**config.mk**
```make
export PLATFORM = sky130hd
export DESIGN_NAME = sorted_priority_queue_flat
export DESIGN_NICKNAME = d
export VERILOG_FILES = /design/src/hw/rtl/spq_pkg.sv /design/src/hw/rtl/spq_if.sv /design/src/hw/rtl/spq_cell.sv /design/src/hw/rtl/sorted_priority_queue.sv /design/src/flat_wrapper.sv
export VERILOG_INCLUDE_DIRS = /design/src /design/src/hw/rtl
export SDC_FILE = /design/constraint.sdc
export NUM_CORES = 2
export LEC_CHECK = 0
export BUFFER_PORTS_ARGS = -buffer_cell sky130_fd_sc_hd__buf_2
export CORE_ASPECT_RATIO = 0.5
export CORE_UTILIZATION = 65
export DETAILED_ROUTE_END_ITERATION = 7
export GPL_TIMING_DRIVEN = 0
export PLACE_DENSITY = 0.81
export SYNTH_ARGS = -nofsm -noshare
export SYNTH_HDL_FRONTEND = slang
export SYNTH_HIERARCHICAL = 1
export SYNTH_SLANG_ARGS = --single-unit
```
**constraint.sdc**
```tcl
create_clock -name clk_i -period 6.15 [get_ports clk_i]
set_input_delay 0.9225 -clock clk_i [delete_from_list [all_inputs] [get_ports clk_i]]
set_output_delay 0.9225 -clock clk_i [all_outputs]
set_load 0.02 [all_outputs]
```
**src/hw/rtl/sorted_priority_queue_defines.svh**
```systemverilog
// Assertion macros used by the sorted priority queue top level.
`ifndef SORTED_PRIORITY_QUEUE_DEFINES_SVH
`define SORTED_PRIORITY_QUEUE_DEFINES_SVH

// Checks a property on every rising edge of clk_i while out of reset.
`define SPQ_ASSERT(lbl, prop, msg) \
  lbl: assert property (@(posedge clk_i) disable iff (!rst_ni) (prop)) else $error(msg);

// Checks that a condition in one cycle implies a consequence in the next.
`define SPQ_ASSERT_NEXT(lbl, ante, cons, msg) \
  lbl: assert property (@(posedge clk_i) disable iff (!rst_ni) \
    (ante) |=> (cons)) else $error(msg);

`endif

```
**src/hw/rtl/spq_pkg.sv**
```systemverilog
// Types and constants of the sorted priority queue.
package spq_pkg;

  localparam int unsigned CAPACITY  = 64;
  localparam int unsigned TAG_BITS  = 16;
  localparam int unsigned SCORE_W   = 10;
  localparam int unsigned CAP_REG_W = 7;
  localparam int unsigned COUNT_W   = $clog2(CAPACITY + 1);
  localparam int unsigned CMP_W     = (COUNT_W > CAP_REG_W) ? COUNT_W : CAP_REG_W;

  localparam logic [SCORE_W-1:0]   MAX_SCORE = SCORE_W'(1000);
  localparam logic [CAP_REG_W-1:0] CAP_RESET = CAP_REG_W'(64);

  typedef enum logic [1:0] {
    ST_OK        = 2'd0,
    ST_OVERFLOW  = 2'd1,
    ST_UNDERFLOW = 2'd2,
    ST_BAD_SCORE = 2'd3
  } spq_status_e;

  typedef enum logic {
    OP_INSERT = 1'b0,
    OP_DELETE = 1'b1
  } spq_op_e;

  typedef struct packed {
    logic [SCORE_W-1:0]  score;
    logic [TAG_BITS-1:0] tag;
  } spq_entry_t;

  // Command broadcast to every cell of the chain.
  typedef struct packed {
    logic       insert;
    logic       remove;
    spq_entry_t data;
  } spq_cmd_t;

endpackage

```
**src/hw/rtl/spq_if.sv**
```systemverilog
// Handshake channels of the sorted priority queue: request and result.
interface spq_in_if;
  logic                          valid;
  logic                          ready;
  logic                          operation;
  logic [spq_pkg::SCORE_W-1:0]   score;
  logic [spq_pkg::TAG_BITS-1:0]  tag;

  modport source (output valid, operation, score, tag, input ready);
  modport sink   (input valid, operation, score, tag, output ready);
endinterface

interface spq_out_if;
  logic                          valid;
  logic                          ready;
  logic [1:0]                    status;
  logic                          removed_valid;
  logic [spq_pkg::SCORE_W-1:0]   removed_score;
  logic [spq_pkg::TAG_BITS-1:0]  removed_tag;
  logic [spq_pkg::COUNT_W-1:0]   entry_count;

  modport source (output valid, status, removed_valid, removed_score, removed_tag,
                  entry_count, input ready);
  modport sink   (input valid, status, removed_valid, removed_score, removed_tag,
                  entry_count, output ready);
endinterface

```
**src/hw/rtl/spq_cell.sv**
```systemverilog
// One slot of the sorted chain: holds an entry and trades it with its neighbours.
module spq_cell (
  input  logic                clk_i,
  input  spq_pkg::spq_cmd_t   cmd_i,
  input  logic                occupied_i,
  input  logic                prev_ge_i,
  input  spq_pkg::spq_entry_t prev_i,
  input  spq_pkg::spq_entry_t next_i,
  output spq_pkg::spq_entry_t entry_o,
  output logic                ge_o
);
  import spq_pkg::*;

  spq_entry_t entry_q, entry_d;

  // The held entry stays ahead of the newcomer when its score is at least as high.
  assign ge_o    = occupied_i && (entry_q.score >= cmd_i.data.score);
  assign entry_o = entry_q;

  always_comb begin
    entry_d = entry_q;
    if (cmd_i.insert) begin
      if (!ge_o) begin
        entry_d = prev_ge_i ? cmd_i.data : prev_i;
      end
    end else if (cmd_i.remove) begin
      entry_d = next_i;
    end
  end

  always_ff @(posedge clk_i) begin
    entry_q <= entry_d;
  end

endmodule

```
**src/hw/rtl/sorted_priority_queue.sv**
```systemverilog
// Sorted priority queue top level: a chain of entry cells with a result register.
//
// Usage: requests arrive as beats on in_if (operation, score, tag) and each
// accepted beat yields exactly one result beat on out_if (status, removed
// entry, entry count). An insert slots the entry behind every held entry of
// greater or equal score; a delete hands back the head of the chain.
// The result beat is valid in the cycle after the request beat is taken.
// Every cell compares its score with the newcomer and shifts in parallel,
// so one beat per cycle is sustained while the receiver keeps up; the
// single result register sets that figure, and a new request is taken
// whenever that register is empty or is being drained in the same cycle.
// When the receiver stalls, the result waits in its register and in_if.ready
// drops until it is taken, so no result is lost or repeated.
// cfg_we_i / cfg_wdata_i write the capacity register; the user must write it
// only while the block is idle, which it does not enforce. Values above the
// chain length behave as the chain length. Reset empties the queue, clears
// the pending result and sets the capacity to the full chain. Cell contents
// are not cleared: only cells below the entry count are ever read.
module sorted_priority_queue (
  input  logic                              clk_i,
  input  logic                              rst_ni,
  input  logic                              cfg_we_i,
  input  logic [spq_pkg::CAP_REG_W-1:0]     cfg_wdata_i,
  spq_in_if.sink                            in_if,
  spq_out_if.source                         out_if
);
  import spq_pkg::*;

  // Result beat held until the receiver takes it.
  typedef struct packed {
    spq_status_e         status;
    logic                removed_valid;
    logic [SCORE_W-1:0]  removed_score;
    logic [TAG_BITS-1:0] removed_tag;
    logic [COUNT_W-1:0]  entry_count;
  } spq_result_t;

  logic [CAP_REG_W-1:0] cap_q;
  logic [COUNT_W-1:0]   count_q, count_d;
  logic                 out_valid_q;
  spq_result_t          res_q, res_d;

  logic        in_fire, out_fire;
  logic        is_insert, full, insert_ok, delete_ok;
  spq_cmd_t    cmd;
  spq_entry_t  entry [CAPACITY];
  logic        ge    [CAPACITY];

  assign in_fire  = in_if.valid && in_if.ready;
  assign out_fire = out_valid_q && out_if.ready;

  // The request side is open whenever the result register is free or draining.
  assign in_if.ready = !out_valid_q || out_if.ready;

  // Full when the count meets the programmed capacity or the chain length.
  assign is_insert = (spq_op_e'(in_if.operation) == OP_INSERT);
  assign full      = (CMP_W'(count_q) >= CMP_W'(cap_q)) ||
                     (count_q == COUNT_W'(CAPACITY));
  assign insert_ok = is_insert && !full && (in_if.score <= MAX_SCORE);
  assign delete_ok = !is_insert && (count_q != '0);

  assign cmd.insert     = in_fire && insert_ok;
  assign cmd.remove     = in_fire && delete_ok;
  assign cmd.data.score = in_if.score;
  assign cmd.data.tag   = in_if.tag;

  // The chain: each cell sees its left and right neighbour and the broadcast
  // command. The first cell has no left neighbour, so an insert that beats
  // its score always lands there; the last cell has no right neighbour.
  for (genvar i = 0; i < CAPACITY; i++) begin : g_cell
    logic       occupied;
    logic       prev_ge;
    spq_entry_t prev_entry;
    spq_entry_t next_entry;

    assign occupied = (COUNT_W'(i) < count_q);

    if (i == 0) begin : g_head
      assign prev_ge    = 1'b1;
      assign prev_entry = entry[0];
    end else begin : g_body
      assign prev_ge    = ge[i-1];
      assign prev_entry = entry[i-1];
    end

    if (i == CAPACITY - 1) begin : g_tail
      assign next_entry = entry[i];
    end else begin : g_inner
      assign next_entry = entry[i+1];
    end

    spq_cell u_cell (
      .clk_i      (clk_i),
      .cmd_i      (cmd),
      .occupied_i (occupied),
      .prev_ge_i  (prev_ge),
      .prev_i     (prev_entry),
      .next_i     (next_entry),
      .entry_o    (entry[i]),
      .ge_o       (ge[i])
    );
  end

  // Next count and the result of the request currently offered.
  always_comb begin
    count_d = count_q;
    if (cmd.insert) begin
      count_d = count_q + COUNT_W'(1);
    end else if (cmd.remove) begin
      count_d = count_q - COUNT_W'(1);
    end

    res_d               = '0;
    res_d.status        = ST_OK;
    res_d.entry_count   = count_d;
    if (is_insert) begin
      if (full) begin
        res_d.status = ST_OVERFLOW;
      end else if (in_if.score > MAX_SCORE) begin
        res_d.status = ST_BAD_SCORE;
      end
    end else if (count_q == '0) begin
      res_d.status = ST_UNDERFLOW;
    end else begin
      res_d.removed_valid = 1'b1;
      res_d.removed_score = entry[0].score;
      res_d.removed_tag   = entry[0].tag;
    end
  end

  always_ff @(posedge clk_i or negedge rst_ni) begin
    if (!rst_ni) begin
      cap_q       <= CAP_RESET;
      count_q     <= '0;
      out_valid_q <= 1'b0;
    end else begin
      if (cfg_we_i) begin
        cap_q <= cfg_wdata_i;
      end
      count_q <= count_d;
      if (in_fire) begin
        out_valid_q <= 1'b1;
      end else if (out_fire) begin
        out_valid_q <= 1'b0;
      end
    end
  end

  always_ff @(posedge clk_i) begin
    if (in_fire) begin
      res_q <= res_d;
    end
  end

  assign out_if.valid         = out_valid_q;
  assign out_if.status        = res_q.status;
  assign out_if.removed_valid = res_q.removed_valid;
  assign out_if.removed_score = res_q.removed_score;
  assign out_if.removed_tag   = res_q.removed_tag;
  assign out_if.entry_count   = res_q.entry_count;

  // Conditions watched by the checks below.
  logic head_sorted;
  logic removal_ok;

  assign head_sorted = (count_q < COUNT_W'(2)) || (entry[0].score >= entry[1].score);
  assign removal_ok  = !out_valid_q || !res_q.removed_valid || (res_q.status == ST_OK);

`include "sorted_priority_queue_defines.svh"

  `SPQ_ASSERT(a_count_bound, count_q <= COUNT_W'(CAPACITY), "entry count beyond chain length")
  `SPQ_ASSERT(a_head_order, head_sorted, "head cells out of order")
  `SPQ_ASSERT(a_removed_ok, removal_ok, "removed entry with failing status")
  `SPQ_ASSERT_NEXT(a_ins_count, cmd.insert, count_q == $past(count_q) + COUNT_W'(1), "insert lost")

endmodule
```
**src/flat_wrapper.sv**
```systemverilog
// flat-port wrapper written by rule: the top's interface ports become plain ports
module sorted_priority_queue_flat import spq_pkg::*;
  (clk_i, rst_ni, cfg_we_i, cfg_wdata_i, in_if_valid, in_if_operation, in_if_score, in_if_tag, in_if_ready, out_if_valid, out_if_status, out_if_removed_valid, out_if_removed_score, out_if_removed_tag, out_if_entry_count, out_if_ready);
  spq_in_if in_if_i ();
  spq_out_if out_if_i ();
  input  logic clk_i;
  input  logic rst_ni;
  input  logic cfg_we_i;
  input  logic [spq_pkg::CAP_REG_W-1:0] cfg_wdata_i;
  input wire logic [$bits(in_if_i.valid)-1:0] in_if_valid;
  input wire logic [$bits(in_if_i.operation)-1:0] in_if_operation;
  input wire logic [$bits(in_if_i.score)-1:0] in_if_score;
  input wire logic [$bits(in_if_i.tag)-1:0] in_if_tag;
  output wire logic [$bits(in_if_i.ready)-1:0] in_if_ready;
  output wire logic [$bits(out_if_i.valid)-1:0] out_if_valid;
  output wire logic [$bits(out_if_i.status)-1:0] out_if_status;
  output wire logic [$bits(out_if_i.removed_valid)-1:0] out_if_removed_valid;
  output wire logic [$bits(out_if_i.removed_score)-1:0] out_if_removed_score;
  output wire logic [$bits(out_if_i.removed_tag)-1:0] out_if_removed_tag;
  output wire logic [$bits(out_if_i.entry_count)-1:0] out_if_entry_count;
  input wire logic [$bits(out_if_i.ready)-1:0] out_if_ready;
  assign in_if_i.valid = in_if_valid;
  assign in_if_i.operation = in_if_operation;
  assign in_if_i.score = in_if_score;
  assign in_if_i.tag = in_if_tag;
  assign in_if_ready = in_if_i.ready;
  assign out_if_valid = out_if_i.valid;
  assign out_if_status = out_if_i.status;
  assign out_if_removed_valid = out_if_i.removed_valid;
  assign out_if_removed_score = out_if_i.removed_score;
  assign out_if_removed_tag = out_if_i.removed_tag;
  assign out_if_entry_count = out_if_i.entry_count;
  assign out_if_i.ready = out_if_ready;
  sorted_priority_queue u_core (.clk_i(clk_i), .rst_ni(rst_ni), .cfg_we_i(cfg_we_i), .cfg_wdata_i(cfg_wdata_i), .in_if(in_if_i), .out_if(out_if_i));
endmodule
```
; ---- Word-level counts from Yosys, hierarchy flattened
; Cells that the tools add are included.
[op_classes]
reduce_logical = 144
n_eq_ne = 64
order_cmp = 131
n_bitwise = 2
mux = 261
add_sub_neg = 2
[op_table]
columns = op, n
row1 = $mux W26, 252
row2 = $ge A10 B10 Y1, 64
row3 = $lt A6 B7 Y1 const A, 32
row4 = $reduce_and A2 Y1, 64
row5 = $ne A2 B2 Y1 const B, 63
row6 = $lt A5 B7 Y1 const A, 16
row7 = $logic_and A1 B1 Y1, 71
row8 = $lt A4 B7 Y1 const A, 8
row9 = $lt A3 B7 Y1 const A, 4
row10 = $mux W27, 1
row11 = $lt A1 B7 Y1 const A, 2
row12 = $lt A2 B7 Y1 const A, 2
row13 = $mux W7, 2
row14 = $gt A10 B10 Y1 const B, 1
row15 = $le A10 B10 Y1 const B, 1
row16 = $mux W2, 4
row17 = $add A7 B1 Y7 const B, 1
row18 = $eq A7 B7 Y1 const B, 1
row19 = $ge A7 B7 Y1, 1
row20 = $logic_not A7 Y1, 1
row21 = $reduce_bool A7 Y1, 1
row22 = $sub A7 B1 Y7 const B, 1
row23 = $reduce_bool A2 Y1, 2
row24 = $logic_not A1 Y1, 2
row25 = other kinds (4), 7
[word_totals]
reg_bits = 1715
word_cells = 740
input_bits = 39

; ---- Logic depth before layout (Yosys ltp)
[logic_depth]
depth_word = 8
ltp_mapped = 12
depth_no_buf = 9

; ---- Modules after synthesis
; The synthesis kept the hierarchy.
[modules_own_cells]
columns = mod, n_inst, area_each_um2, cells_each
row1 = spq_cell (u_core.g_cell[0].u_cell ...), 55, 1597.8, 152
row2 = spq_cell (u_core.g_cell[5].u_cell ...), 9, 1601.5, 152
row3 = sorted_priority_queue, 1, 2841.5, 292

; ---- Least setup slack after synthesis
; No wires, ideal clock.
[synth_timing]
path_kind = input to register
start = in out_if_ready
end = reg u_core.g_cell[12].u_cell.entry_q, in the netlist u_core/g_cell[12].u_cell/entry_o[0], enable pin
slack_ps = 1763
setup_time_ps = 387
stages = 8
arrival_time_ps = 4000
path_cell_list = nand2b_4 -> and2_1 -> clkbuf_2 -> nand3_1 -> inv_1 -> nor2_1 -> a31oi_1 -> o31a_1
[synth_rtl]
columns = element, line_no
row1 = from (decl), flat_wrapper.sv:21  ; input wire logic [$bits(out_if_i.ready)-1:0] out_if_ready;
row2 = to (signal assigned), spq_cell.sv:32  ; entry_q <= entry_d;
row3 = to (decl), spq_cell.sv:14  ; spq_entry_t entry_q, entry_d;

==> impl_metrics.ini <==
[outcome]
run_status = finished, violations left
failing_checks = design-rule violations, max-capacitance violations

[die]
floorplan.core_area_um2 = 159200
die-area_um2 = 163400
initial_utilization = 0.6605
floorplan.die.height_um = 286.4
die-width_um = 570.7
row_count = 103
design.portCount = 77

[critical_path]
reg2reg_to = u_core/g_cell[7].u_cell/entry_o[5]
cp_slowest_cell = o31a_1
r2r_slack_ns = 0.29
regToRegStartpoint = u_core/out_if.valid
criticalPathCategory = reg2reg
cp_cell_sequence = nand2b_4 -> and2_1 -> clkbuf_2 -> nor4b_1 -> and2_1 -> buf_6 -> buf_4 -> nor2_1 -> a31oi_1 -> o31a_1
timing.critical_path.from = u_core/out_if.valid
critical_path_arrival_ns = 6.27
worstRegToRegCells = 10
crit_path_end_kind = flop
critPathLaunchType = flop
cp_slowest_stage_delay_ns = 1.08
critical_path_peak_fanout = 71
critPathRequiredTime_ns = 6.56
crit_end = u_core/g_cell[7].u_cell/entry_o[5]
crit_top_cell = and2_1

[detailed_routing]
remaining_antenna_violation_count = 0
viasPerCell = 6.550
detail_route.first_pass.iterations = 8
dr_total_vias = 82240
post_route_wl_um = 305400
wl_per_cell_um = 24.33
drcViolationCount = 3
drt_first_iter_violations = 11220

[cts]
worst_skew_pair.late_latency_ns = 0.82
postCtsHoldBufs = 0
number_of_sinks_handled_by_clock_tree_synthesis = 1715
number_of_buffers_inserted_during_clock_tree_synthesis = 165
clkSlewWorstSetupHoldPaths_ns = 0.07
clockRootBuffer = clkbuf_16
cts_max_path_buffers = 4
cts_tree = done
cts-htree-levels = 4

[pwr]
peak_supply_drop_uv = 269.4
overall_power_of_the_completed_layout_w = 0.04353
leakagePower_nw = 43.96
power_density_nw_per_um2 = 381.7

[placement]
postPlaceCellArea_um2 = 109000
place.detailed.hpwl_um = 219600
placement.setup.worst_slack_ns = -0.3511
placed_cells = 12270
io_buffer_count = 76
globalplace.congestion = 0.8896

[synthesis]
yosysWarnings = 6
netlist_instances = 10020
syn_area_um2 = 105100
post_synth.cell_area_avg_um2 = 10.49
mappedNetlistNets = 10710

[finish]
share_of_cells_above_drive_strength_1 = 0.06536
utilization = 0.7165
finish.instance_area_um2 = 114000
final_nets = 10980
antenna_cells = 0
finalNonFillerCells = 12560
syn2layout_area_growth_pct = 8.490

[global_routing]
antenna_found_initial = 5
number_of_global_route_vias_before_repair = 79760
first_pass_grt_wire_length_um = 459700
grt_max_degree = 104
track_usage = 0.3634
grt_overflow = 0

[timing]
rsz_0062_raised_after_global_routing = no
layout_setup_ws_ns = 0.2900
finalSetupViolations = 0
skew_ns = 0.06544
timing_worst_slew_pin_value_ns = 1.483
timing.final.crit_period_ns = 5.860
timing_hold_violations_final = 0
slew_headroom = 0.01139
fmax_ghz = 0.1706
layout_worst_path_cycle_share = 0.9528
final-max-slew-violation-count = 0

[hold_path]
worstHoldPathType = in2async

[flow_run]
maxCapViolCount = 1
[per-layer routing]
metal / up-vias / track usage / routed length (um)
met2: 5270 / 0.5415 / 130600
met3: 875 / 0.08304 / 38960
met5: - / 0 / 13
met1: 39300 / 0.5145 / 122700
li1: 36800 / - / -
met4: 2 / 0.1511 / 13110
[flip-flops by register name, summed over array words and instances (netlist names)]
| signal | cells |
|---|---|
| u_core/count_q | 7 |
| u_core/out_if.status | 2 |
| u_core/out_if.entry_count | 7 |
| u_core/out_if.removed_score | 10 |
| u_core/out_if.removed_valid | 1 |
| u_core/out_if.valid | 1 |
| u_core/g_cell.u_cell/entry_o | 1664 |
| u_core/out_if.removed_tag | 16 |
| u_core/cap_q | 7 |
[layout by cell type, fill, tap and decap left out, types with 144 or more instances in the layout]
master	n
a21oi_1	1924
nor2_1	1745
edfxtp_1	1700
mux2i_1	1666
inv_1	718
ha_1	650
clkbuf_1	303
nand2_1	227
clkbuf_16	167
buf_4	144
[per-stage QoR]
stage	setup TNS [ns]	hold WS [ns]
finish	0	0.08293
global route	0	0.07571
CTS	0	0.03135
detailed placement	-356.90	0.5263
global placement	-2286.78	0.5159
floorplan	0	0.4799
[timing repair]
| item | in CTS | in global routing |
|---|---|---|
| endpoints found under the setup margin | 0 | 443 |
| resized for setup | 0 | 8 |
| setup buffers | 0 | 0 |
| endpoints found under the hold margin | 0 | 0 |
[layout make-up]
type	instances	area, um^2
inverters	720	2705
well taps	2152	2693
plain buffers	598	3776
clock inverters	86	684.4
flip-flops and latches	1715	51430
multi-input cells	6984	47230
clock buffers	197	4302
repair buffers	104	1230
fillers	11270	45120
[how the worst min path moves through the flow]
stage | startpoint | end | slack [ns] | cells past startpoint
floorplan | u_core/cap_q[6] | u_core/cap_q[6] | 0.48 | 2
global placement | u_core/out_if.valid | u_core/out_if.valid | 0.52 | 2
detailed placement | u_core/out_if.valid | u_core/out_if.valid | 0.53 | 2
CTS | rst_ni | u_core/cap_q[2] | 0.03 | 1
global route | rst_ni | u_core/out_if.valid | 0.08 | 1
finish | rst_ni | u_core/cap_q[2] | 0.08 | 1
[critical path: cells and delay by family, from the launching register on]
kind | cells | cell delay, ns
buffers and inverters | 3 | 2.18
flip-flops | 1 | 0.40
AND/OR/NAND/NOR | 5 | 1.49
AO/OA/AOI/OAI | 2 | 1.28
[power by group]
| group | internal [W] | total, W | switching (W) |
|---|---|---|---|
| registers | 0.0164 | 0.0183 | 0.00196 |
| clock network | 0.00537 | 0.00995 | 0.00458 |
| logic | 0.00581 | 0.0153 | 0.00945 |
| total | 0.0275 | 0.0435 | 0.0160 |
(Power assumes the default switching activity.)
